## config.mk

```make
export PLATFORM = sky130hd
export DESIGN_NAME = tcp_flow_sequence_tracker_unit
export DESIGN_NICKNAME = d
export VERILOG_FILES = /design/src/hdl/tcpft_pkg.sv /design/src/hdl/tcpft_ram.sv /design/src/hdl/tcp_flow_sequence_tracker_unit.sv
export VERILOG_INCLUDE_DIRS = /design/src /design/src/hdl
export SDC_FILE = /design/constraint.sdc
export NUM_CORES = 2
export LEC_CHECK = 0
export ABC_AREA = 1
export BUFFER_PORTS_ARGS = -buffer_cell sky130_fd_sc_hd__clkbuf_2
export CAP_MARGIN = 40
export CELL_PAD_IN_SITES_DETAIL_PLACEMENT = 0
export CELL_PAD_IN_SITES_GLOBAL_PLACEMENT = 1
export CORE_MARGIN = 2
export CORE_UTILIZATION = 55
export DETAILED_ROUTE_END_ITERATION = 8
export GPL_TIMING_DRIVEN = 1
export PLACE_DENSITY = 0.95
export SETUP_SLACK_MARGIN = 0.4
export SLEW_MARGIN = 10
export SYNTH_ARGS = -nofsm -noshare
export SYNTH_HDL_FRONTEND = slang
export SYNTH_SLANG_ARGS = --single-unit
```

## constraint.sdc

```tcl
create_clock -name i_clk -period 27.7 [get_ports i_clk]
set_clock_uncertainty 0.2 [all_clocks]
set_input_delay 4.155 -clock i_clk [delete_from_list [all_inputs] [get_ports i_clk]]
set_output_delay 4.155 -clock i_clk [all_outputs]
set_load 0.005 [all_outputs]
```

## src/hdl/tcp_flow_sequence_tracker_unit_defines.svh

```systemverilog
// Assertion macros shared by the flow sequence tracker RTL.
// Each macro expects i_clk and i_rst_n to be visible in the including module.
`ifndef TCP_FLOW_SEQUENCE_TRACKER_UNIT_DEFINES_SVH
`define TCP_FLOW_SEQUENCE_TRACKER_UNIT_DEFINES_SVH

// Checks that the consequent holds in the same cycle as the antecedent.
`define TCPFT_ASSERT_NOW(lbl, ante, cons, msg) \
    lbl: assert property (@(posedge i_clk) disable iff (!i_rst_n) \
        (ante) |-> (cons)) else $error(msg);

// Checks that the consequent holds in the cycle after the antecedent.
`define TCPFT_ASSERT_NEXT(lbl, ante, cons, msg) \
    lbl: assert property (@(posedge i_clk) disable iff (!i_rst_n) \
        (ante) |=> (cons)) else $error(msg);

`endif

```

## src/hdl/tcpft_pkg.sv

```systemverilog
// Package of the flow sequence tracker: transaction types, constants, generator.
// Used by tcp_flow_sequence_tracker_unit; depends on nothing.
`default_nettype none

package tcpft_pkg;

    localparam int FLOWS_DEF     = 16;
    localparam int CHUNK_MAX_DEF = 65535;

    localparam logic [15:0] FLAGS_SENT = 16'h5018;
    localparam logic [15:0] FLAGS_RECV = 16'h5010;
    localparam logic [16:0] HDR_BYTES  = 17'd40;

    typedef struct packed {
        logic        is_sent;
        logic [31:0] source_ip;
        logic [31:0] dest_ip;
        logic [15:0] source_port;
        logic [15:0] dest_port;
        logic [20:0] payload_length;
    } t_in;

    typedef struct packed {
        logic [31:0] out_src_addr;
        logic [31:0] out_dst_addr;
        logic [15:0] out_src_port;
        logic [15:0] out_dst_port;
        logic [31:0] seq_number;
        logic [31:0] ack_number;
        logic [15:0] tcp_flags;
        logic [15:0] ip_total_length;
        logic [16:0] record_length;
        logic [15:0] chunk_length;
        logic        last_packet;
        logic        table_full;
    } t_out;

    function automatic logic [31:0] xorshift32(input logic [31:0] x);
        logic [31:0] y;
        y = x ^ (x << 13);
        y = y ^ (y >> 17);
        y = y ^ (y << 5);
        return y;
    endfunction

endpackage

`default_nettype wire

```

## src/hdl/tcpft_ram.sv

```systemverilog
// Generic single-write, single-read RAM with a registered read port.
// Stands alone; used for the flow key and flow counter tables.
`default_nettype none

module tcpft_ram #(
    parameter int WIDTH = 32,
    parameter int DEPTH = 16
) (
    input  wire logic                                  i_clk,
    input  wire logic                                  i_we,
    input  wire logic [((DEPTH > 1) ? $clog2(DEPTH) : 1)-1:0] i_waddr,
    input  wire logic [WIDTH-1:0]                      i_wdata,
    input  wire logic [((DEPTH > 1) ? $clog2(DEPTH) : 1)-1:0] i_raddr,
    output logic      [WIDTH-1:0]                      o_rdata
);

    logic [WIDTH-1:0] r_mem [DEPTH];

    always_ff @(posedge i_clk) begin
        if (i_we) begin
            r_mem[i_waddr] <= i_wdata;
        end
        o_rdata <= r_mem[i_raddr];
    end

endmodule

`default_nettype wire

```

## src/hdl/tcp_flow_sequence_tracker_unit.sv

```systemverilog
// Top level of the TCP flow sequence tracker: flow lookup, insertion and chunking.
// Depends on tcpft_pkg, tcpft_ram and tcp_flow_sequence_tracker_unit_defines.svh.
//
//  Channel | Direction | Handshake          | Payload
//  --------+-----------+--------------------+-------------------------
//  in      | input     | i_in_valid/o_in_stall   | i_in_data  (t_in)
//  out     | output    | o_out_valid/i_out_stall | o_out_data (t_out)
//  cfg     | input     | i_cfg_valid/o_cfg_ready | i_cfg_data (rng_seed)
//
// An input transaction first sweeps the flow table, one RAM read per cycle, and a miss
// with a free slot then passes through an insertion state that claims the slot. Each
// chunk is then loaded into the output register whenever it is empty or not stalled.
// Reset clears the valid bits and loads the generator with 1; there is no sweep.
// Output stalls hold the chunk sequencer; input is stalled while a transaction is busy.
`default_nettype none

`include "tcp_flow_sequence_tracker_unit_defines.svh"

module tcp_flow_sequence_tracker_unit #(
    parameter int FLOWS     = tcpft_pkg::FLOWS_DEF,
    parameter int CHUNK_MAX = tcpft_pkg::CHUNK_MAX_DEF
) (
    input  wire logic             i_clk,
    input  wire logic             i_rst_n,
    input  wire logic             i_in_valid,
    output logic                  o_in_stall,
    input  wire tcpft_pkg::t_in   i_in_data,
    output logic                  o_out_valid,
    input  wire logic             i_out_stall,
    output tcpft_pkg::t_out       o_out_data,
    input  wire logic             i_cfg_valid,
    output logic                  o_cfg_ready,
    input  wire logic [31:0]      i_cfg_data
);

    localparam int IW = (FLOWS > 1) ? $clog2(FLOWS) : 1;
    localparam int KW = 96;
    localparam int CW = 64;
    localparam logic [IW-1:0] LAST_IDX = IW'(FLOWS - 1);
    localparam logic [20:0] CHUNK_LIM = 21'(CHUNK_MAX);

    typedef enum logic [3:0] {
        S_IDLE   = 4'b0001,
        S_SEARCH = 4'b0010,
        S_INSERT = 4'b0100,
        S_EMIT   = 4'b1000
    } t_state;

    t_state            r_state, n_state;
    tcpft_pkg::t_in    r_in, n_in;
    logic [IW-1:0]     r_rd_idx, n_rd_idx;
    logic              r_issued_all, n_issued_all;
    logic              r_cmp_vld, n_cmp_vld;
    logic [IW-1:0]     r_cmp_idx, n_cmp_idx;
    logic              r_free_found, n_free_found;
    logic [IW-1:0]     r_free, n_free;
    logic [IW-1:0]     r_slot, n_slot;
    logic              r_full, n_full;
    logic [31:0]       r_seq, n_seq;
    logic [31:0]       r_ack, n_ack;
    logic [20:0]       r_remain, n_remain;
    logic [FLOWS-1:0]  r_valid, n_valid;
    logic [31:0]       r_rng, n_rng;
    logic              r_out_valid, n_out_valid;
    tcpft_pkg::t_out   r_out, n_out;

    logic              w_key_we, w_cnt_we;
    logic [IW-1:0]     w_cnt_waddr;
    logic [KW-1:0]     w_key_wdata, w_key_rdata, w_fwd_key, w_rev_key;
    logic [CW-1:0]     w_cnt_wdata, w_cnt_rdata;
    logic              w_hit, w_load, w_last;
    logic [15:0]       w_chunk;
    logic [16:0]       w_len40;
    logic [31:0]       w_draw1, w_draw2, w_seq_upd, w_ack_upd;

    tcpft_ram #(.WIDTH(KW), .DEPTH(FLOWS)) u_key_ram (
        .i_clk   (i_clk),
        .i_we    (w_key_we),
        .i_waddr (r_free),
        .i_wdata (w_key_wdata),
        .i_raddr (r_rd_idx),
        .o_rdata (w_key_rdata)
    );

    tcpft_ram #(.WIDTH(CW), .DEPTH(FLOWS)) u_cnt_ram (
        .i_clk   (i_clk),
        .i_we    (w_cnt_we),
        .i_waddr (w_cnt_waddr),
        .i_wdata (w_cnt_wdata),
        .i_raddr (r_rd_idx),
        .o_rdata (w_cnt_rdata)
    );

    assign w_fwd_key = {r_in.source_ip, r_in.dest_ip, r_in.source_port, r_in.dest_port};
    assign w_rev_key = {r_in.dest_ip, r_in.source_ip, r_in.dest_port, r_in.source_port};
    assign w_hit = r_cmp_vld && r_valid[r_cmp_idx]
                   && ((w_key_rdata == w_fwd_key) || (w_key_rdata == w_rev_key));

    assign w_draw1 = tcpft_pkg::xorshift32(r_rng);
    assign w_draw2 = tcpft_pkg::xorshift32(w_draw1);

    assign w_last  = (r_remain <= CHUNK_LIM);
    assign w_chunk = w_last ? r_remain[15:0] : 16'(CHUNK_MAX);
    assign w_len40 = {1'b0, w_chunk} + tcpft_pkg::HDR_BYTES;
    assign w_load  = (r_state == S_EMIT) && (!r_out_valid || !i_out_stall);

    assign w_seq_upd = r_in.is_sent ? (r_seq + {16'd0, w_chunk}) : r_seq;
    assign w_ack_upd = r_in.is_sent ? r_ack : (r_ack + {16'd0, w_chunk});

    assign w_key_we    = (r_state == S_INSERT);
    assign w_key_wdata = w_fwd_key;
    assign w_cnt_we    = (r_state == S_INSERT) || (w_load && w_last && !r_full);
    assign w_cnt_waddr = (r_state == S_INSERT) ? r_free : r_slot;
    assign w_cnt_wdata = (r_state == S_INSERT) ? {w_draw2, w_draw1} : {w_seq_upd, w_ack_upd};

    always_comb begin
        n_state      = r_state;
        n_in         = r_in;
        n_rd_idx     = r_rd_idx;
        n_issued_all = r_issued_all;
        n_cmp_vld    = 1'b0;
        n_cmp_idx    = r_cmp_idx;
        n_free_found = r_free_found;
        n_free       = r_free;
        n_slot       = r_slot;
        n_full       = r_full;
        n_seq        = r_seq;
        n_ack        = r_ack;
        n_remain     = r_remain;
        n_valid      = r_valid;
        n_rng        = r_rng;
        n_out_valid  = r_out_valid && i_out_stall;
        n_out        = r_out;

        case (r_state)
            S_IDLE: begin
                if (i_in_valid) begin
                    n_in         = i_in_data;
                    n_remain     = i_in_data.payload_length;
                    n_rd_idx     = '0;
                    n_issued_all = 1'b0;
                    n_free_found = 1'b0;
                    n_full       = 1'b0;
                    n_state      = S_SEARCH;
                end
            end
            S_SEARCH: begin
                if (!r_issued_all) begin
                    n_cmp_vld = 1'b1;
                    n_cmp_idx = r_rd_idx;
                    if (r_rd_idx == LAST_IDX) begin
                        n_issued_all = 1'b1;
                    end else begin
                        n_rd_idx = r_rd_idx + 1'b1;
                    end
                end
                if (r_cmp_vld && !r_valid[r_cmp_idx] && !r_free_found) begin
                    n_free_found = 1'b1;
                    n_free       = r_cmp_idx;
                end
                if (w_hit) begin
                    n_slot    = r_cmp_idx;
                    n_seq     = w_cnt_rdata[63:32];
                    n_ack     = w_cnt_rdata[31:0];
                    n_cmp_vld = 1'b0;
                    n_state   = (r_remain == '0) ? S_IDLE : S_EMIT;
                end else if (r_cmp_vld && (r_cmp_idx == LAST_IDX)) begin
                    if (r_free_found || !r_valid[r_cmp_idx]) begin
                        n_state = S_INSERT;
                    end else begin
                        n_full  = 1'b1;
                        n_seq   = '0;
                        n_ack   = '0;
                        n_state = (r_remain == '0) ? S_IDLE : S_EMIT;
                    end
                end
            end
            S_INSERT: begin
                n_valid[r_free] = 1'b1;
                n_slot          = r_free;
                n_ack           = w_draw1;
                n_seq           = w_draw2;
                n_rng           = w_draw2;
                n_state         = (r_remain == '0) ? S_IDLE : S_EMIT;
            end
            S_EMIT: begin
                if (w_load) begin
                    n_out_valid            = 1'b1;
                    n_out.out_src_addr     = r_in.is_sent ? r_in.source_ip : r_in.dest_ip;
                    n_out.out_dst_addr     = r_in.is_sent ? r_in.dest_ip : r_in.source_ip;
                    n_out.out_src_port     = r_in.is_sent ? r_in.source_port : r_in.dest_port;
                    n_out.out_dst_port     = r_in.is_sent ? r_in.dest_port : r_in.source_port;
                    n_out.seq_number       = r_in.is_sent ? r_seq : r_ack;
                    n_out.ack_number       = r_in.is_sent ? r_ack : r_seq;
                    n_out.tcp_flags        = r_in.is_sent ? tcpft_pkg::FLAGS_SENT
                                                          : tcpft_pkg::FLAGS_RECV;
                    n_out.ip_total_length  = w_len40[15:0];
                    n_out.record_length    = w_len40;
                    n_out.chunk_length     = w_chunk;
                    n_out.last_packet      = w_last;
                    n_out.table_full       = r_full;
                    n_remain               = r_remain - {5'd0, w_chunk};
                    if (!r_full) begin
                        n_seq = w_seq_upd;
                        n_ack = w_ack_upd;
                    end
                    if (w_last) begin
                        n_state = S_IDLE;
                    end
                end
            end
            default: begin
                n_state = S_IDLE;
            end
        endcase

        if (i_cfg_valid) begin
            n_rng = i_cfg_data;
        end
    end

    always_ff @(posedge i_clk) begin
        if (!i_rst_n) begin
            r_state     <= S_IDLE;
            r_valid     <= '0;
            r_rng       <= 32'd1;
            r_out_valid <= 1'b0;
            r_cmp_vld   <= 1'b0;
        end else begin
            r_state     <= n_state;
            r_valid     <= n_valid;
            r_rng       <= n_rng;
            r_out_valid <= n_out_valid;
            r_cmp_vld   <= n_cmp_vld;
        end
    end

    always_ff @(posedge i_clk) begin
        r_in         <= n_in;
        r_rd_idx     <= n_rd_idx;
        r_issued_all <= n_issued_all;
        r_cmp_idx    <= n_cmp_idx;
        r_free_found <= n_free_found;
        r_free       <= n_free;
        r_slot       <= n_slot;
        r_full       <= n_full;
        r_seq        <= n_seq;
        r_ack        <= n_ack;
        r_remain     <= n_remain;
        r_out        <= n_out;
    end

    assign o_in_stall  = (r_state != S_IDLE);
    assign o_out_valid = r_out_valid;
    assign o_out_data  = r_out;
    assign o_cfg_ready = 1'b1;

    `TCPFT_ASSERT_NOW(a_emit_slot_valid, (r_state == S_EMIT) && !r_full, r_valid[r_slot],
        "Chunk emission uses a flow slot that is not valid.")
    `TCPFT_ASSERT_NOW(a_insert_slot_free, r_state == S_INSERT, !r_valid[r_free],
        "Insertion targets a slot that already holds a flow.")
    `TCPFT_ASSERT_NOW(a_full_zero_counts, o_out_valid && o_out_data.table_full,
        (o_out_data.seq_number == 32'd0) && (o_out_data.ack_number == 32'd0),
        "A transaction without a stored flow carries nonzero counters.")
    `TCPFT_ASSERT_NOW(a_record_length, o_out_valid,
        o_out_data.record_length == ({1'b0, o_out_data.chunk_length} + 17'd40),
        "Record length does not match the chunk length plus the header.")
    `TCPFT_ASSERT_NEXT(a_last_to_idle, w_load && w_last, r_state == S_IDLE,
        "The sequencer did not return to idle after the final chunk.")

endmodule

`default_nettype wire
```

==> results.md <==
- Pwr dens: 83.0 nW/um^2
- Slowest CP cell: nor2_4
- Most Crowded Layer GR: met2
- RSZ-0062 raised after global routing: no
- Final max-slew violation count: 0
- Worst setup SP type: primary input
- ANT nets after route: 0
- Clk network pwr share: 0.356
- H-tree depth: 5
- Fin cells: 13,968
- Worst min path class: flip-flop to flip-flop
- Placed Area: about 140,000 um^2
- XOR/XNOR share of the synthesized area: 0.0143
- First-pass GRT wire length: between 500,000 and 600,000 um
- CTS sink cnt: ~3,200
- Psw: roughly 3.4 mW
- Design Area, Final: 146,000 um^2
- Worst path most repeated cell: buf_4
- Layout cells sized above 1: 0.106
- GRT Residual Overflow: 0
- Final core utilization: 0.626
- Post-Syn Area: approximately 130,000 um^2
- Final worst path period share: 0.263
- Clock Latency Late Sink: 1.02 ns
- Post-CTS sizing: 0
- Max-cap violations: 0
- Area share of the largest cell type after synthesis: 0.689
- CTS tree: built
- Status: finished clean
- Slew headroom: 0.228
- Register bit total from synthesis: 3,168
- Vias per inst: 6.24
- Core Rows: 177
- Measured slew at the worst slew-check pin: ~1.2 ns
- GRT met1 Usage: 0.396
- Via count: about 87,000
- Mux contribution to synthesized area: 0.0208
- Critical path arrival: 7.65 ns
- Clock root buffer: clkbuf_16
- DRT Pass-1 Iters: 7
- Fin crit period: slightly above 7 ns
- Core area: 233,000 um^2
- Final worst slack: between 20 and 25 ns
- Count leader, synth: edfxtp_1
- Crit Path Max Fanout: 41
- CP Capture Type: flip-flop
- Drt wl/cell: around 26 um
- Post-Route WL: 359,000 um
- Hold Buf Count CTS: 0
- Register area share after synthesis: 0.722
- Area Overhead vs Synth: 13.2%
- Combinational share of power: 0.165
- Int Power: between 8 and 9 mW
- Yosys warning count: 0
- Fmax: around 0.14 GHz
- Initial antenna violation count: 18
- Final setup violation count: 0
- Post-synth EDFFs: ~3,000
- Worst Path Required: between 20 and 30 ns
- DRT iter0 DRCs: between 10,000 and 15,000
- Netlist cell types: between 50 and 60
- Setup CP Type: primary input to flip-flop
- Cells after Synth: just over 10,000
- CP Cell Sequence: clkbuf_2 -> a21oi_4 -> buf_4 -> nand2_1 -> o21ai_1 -> nand4_1 -> nor2_4 -> buf_4
- GR Util met3: 0.0555
- Pre-CTS setup slack: slightly below 20 ns
- Average size of a mapped cell: about 13 um^2
- Via count of the first global-routing pass: about 84,000
- Sequential power share: 0.479
- Largest family of logic cells by synthesized area: simple AND/OR/NAND/NOR gates
- Initial Util: 0.553
- Async SR Flop Fraction: 0
- Die X-Extent: 488 um
- Setup TNS: 0 ns
- Final Hold Fails: 0
- Post-CTS setup buffers: 0
- Leakage: 51.1 nW
- Overall fraction of global-route tracks in use: 0.294
- Die area: 238,000 um^2
- Peak VDD IR: roughly 0.00007 V
- Total Nets Final: between 10,000 and 15,000
- Adder-Cell Fraction of Synth Area: 0.00381
- HPWL Detailed: roughly 210,000 um
- Area leader, netlist: edfxtp_1
- Sw Share: 0.283
- Cell total after placement: between 10,000 and 15,000
- GP Congestion: ~1
- Ys flop type: edfxtp_1
- CTS buffer count: 325
- Top cells by count, synth: edfxtp_1, nor2_1, nand2_1, o21ai_0, clkbuf_1
- Synth Area in Simple Gates: 0.116
- CTS Buffer Depth: 4
- Met2 Use GR: 0.470
- Compound-cell area share of the yosys netlist: 0.0911
- Area contributors post-synth: edfxtp_1, nor2_1, nand2_1
- CTS clk-pin slew, worst paths: 0.06 ns
- Die Span Y: 488 um
- IO buf count: about 370
- Worst Hold Slack: 0.270 ns
- Total power: around 12 mW
- DR DRC count: 0
- Largest net degree at the start of global routing: roughly 220
- Crit-path max cell delay: 0.86 ns
- IO Count: 385
-- registers in the layout, indices dropped and copies added, names as in the netlist, 16 cells and up --
name	flops
u_key_ram.r_mem	1536
u_cnt_ram.o_rdata	64
r_in	97
r_valid	16
u_cnt_ram.r_mem	1024
r_seq	32
r_ack	32
r_rng	32
r_remain	21
o_out_data	193
u_key_ram.o_rdata	96
-- layer usage --
| metal | vias up | part of all wire | wire, um |
|---|---|---|---|
| met5 | - | 0.00010 | 36 |
| met4 | 6 | 0.042 | 15200 |
| met3 | 895 | 0.11 | 39900 |
| met2 | 5519 | 0.47 | 171000 |
| met1 | 42837 | 0.37 | 133000 |
| li1 | 37886 | - | - |
-- cell families (layout without fill, tap and decap cells) --
family                   Yosys count  count (layout)
AND/OR/NAND/NOR                 3791            3791
other                              2              25
AO/OA/AOI/OAI                   1791            1791
XOR/XNOR                         191             191
adder cells (fa/ha/maj)           38              38
flip-flops                      3168            3168
multiplexers                     268             268
buffers and inverters           1006            1564
-- final cells by class --
class                   instances  area [um^2]
repair buffers                592         4770
multi-input cells            6095        32100
flip-flops and latches       3168        93000
clock buffers                 431         8910
diodes                          9         22.5
well taps                    3132         3920
inverters                     394         1510
clock inverters               147         1510
fillers                     16328        87100
-- critical path: cells and delay by family --
family                 cells  cell delay (ns)
AND/OR/NAND/NOR            3             1.55
AO/OA/AOI/OAI              2             0.54
buffers and inverters      3             1.30
-- cells in the final DEF (no fill, tap or decap), types with 268 or more instances in the layout --
cell	netlist	layout
edfxtp_1	2954	2954
nor2_1	1699	1666
o21ai_0	904	904
clkbuf_2	0	368
nand2_1	1586	1586
o221ai_1	268	268
mux2i_1	268	268
nand3_1	425	425
clkbuf_16	0	329
inv_1	384	381
o32ai_1	372	372
-- power groups by stage --
stage	registers, mW	logic [mW]	clock network [mW]
2_1_floorplan	5.79	1.28	0
3_3_place_gp	5.87	1.82	0
3_5_place_dp	5.88	1.93	0
4_1_cts	5.78	1.96	4.33
5_1_grt	5.81	2.15	4.51
6_report	5.79	1.99	4.31
-- worst paths after layout --
path                     from                 endpoint  slack (ns)  cells after the start
setup / recovery  i_out_stall  u_cnt_ram.r_mem[13][47]       20.43                      8
hold / removal    r_valid[12]              r_valid[12]        0.27                      2
setup reg to reg   r_state[3]  u_cnt_ram.r_mem[13][47]       22.01                     11
hold reg to reg   r_valid[12]              r_valid[12]        0.27                      2
Note: power is estimated with default switching activity, not from simulation.
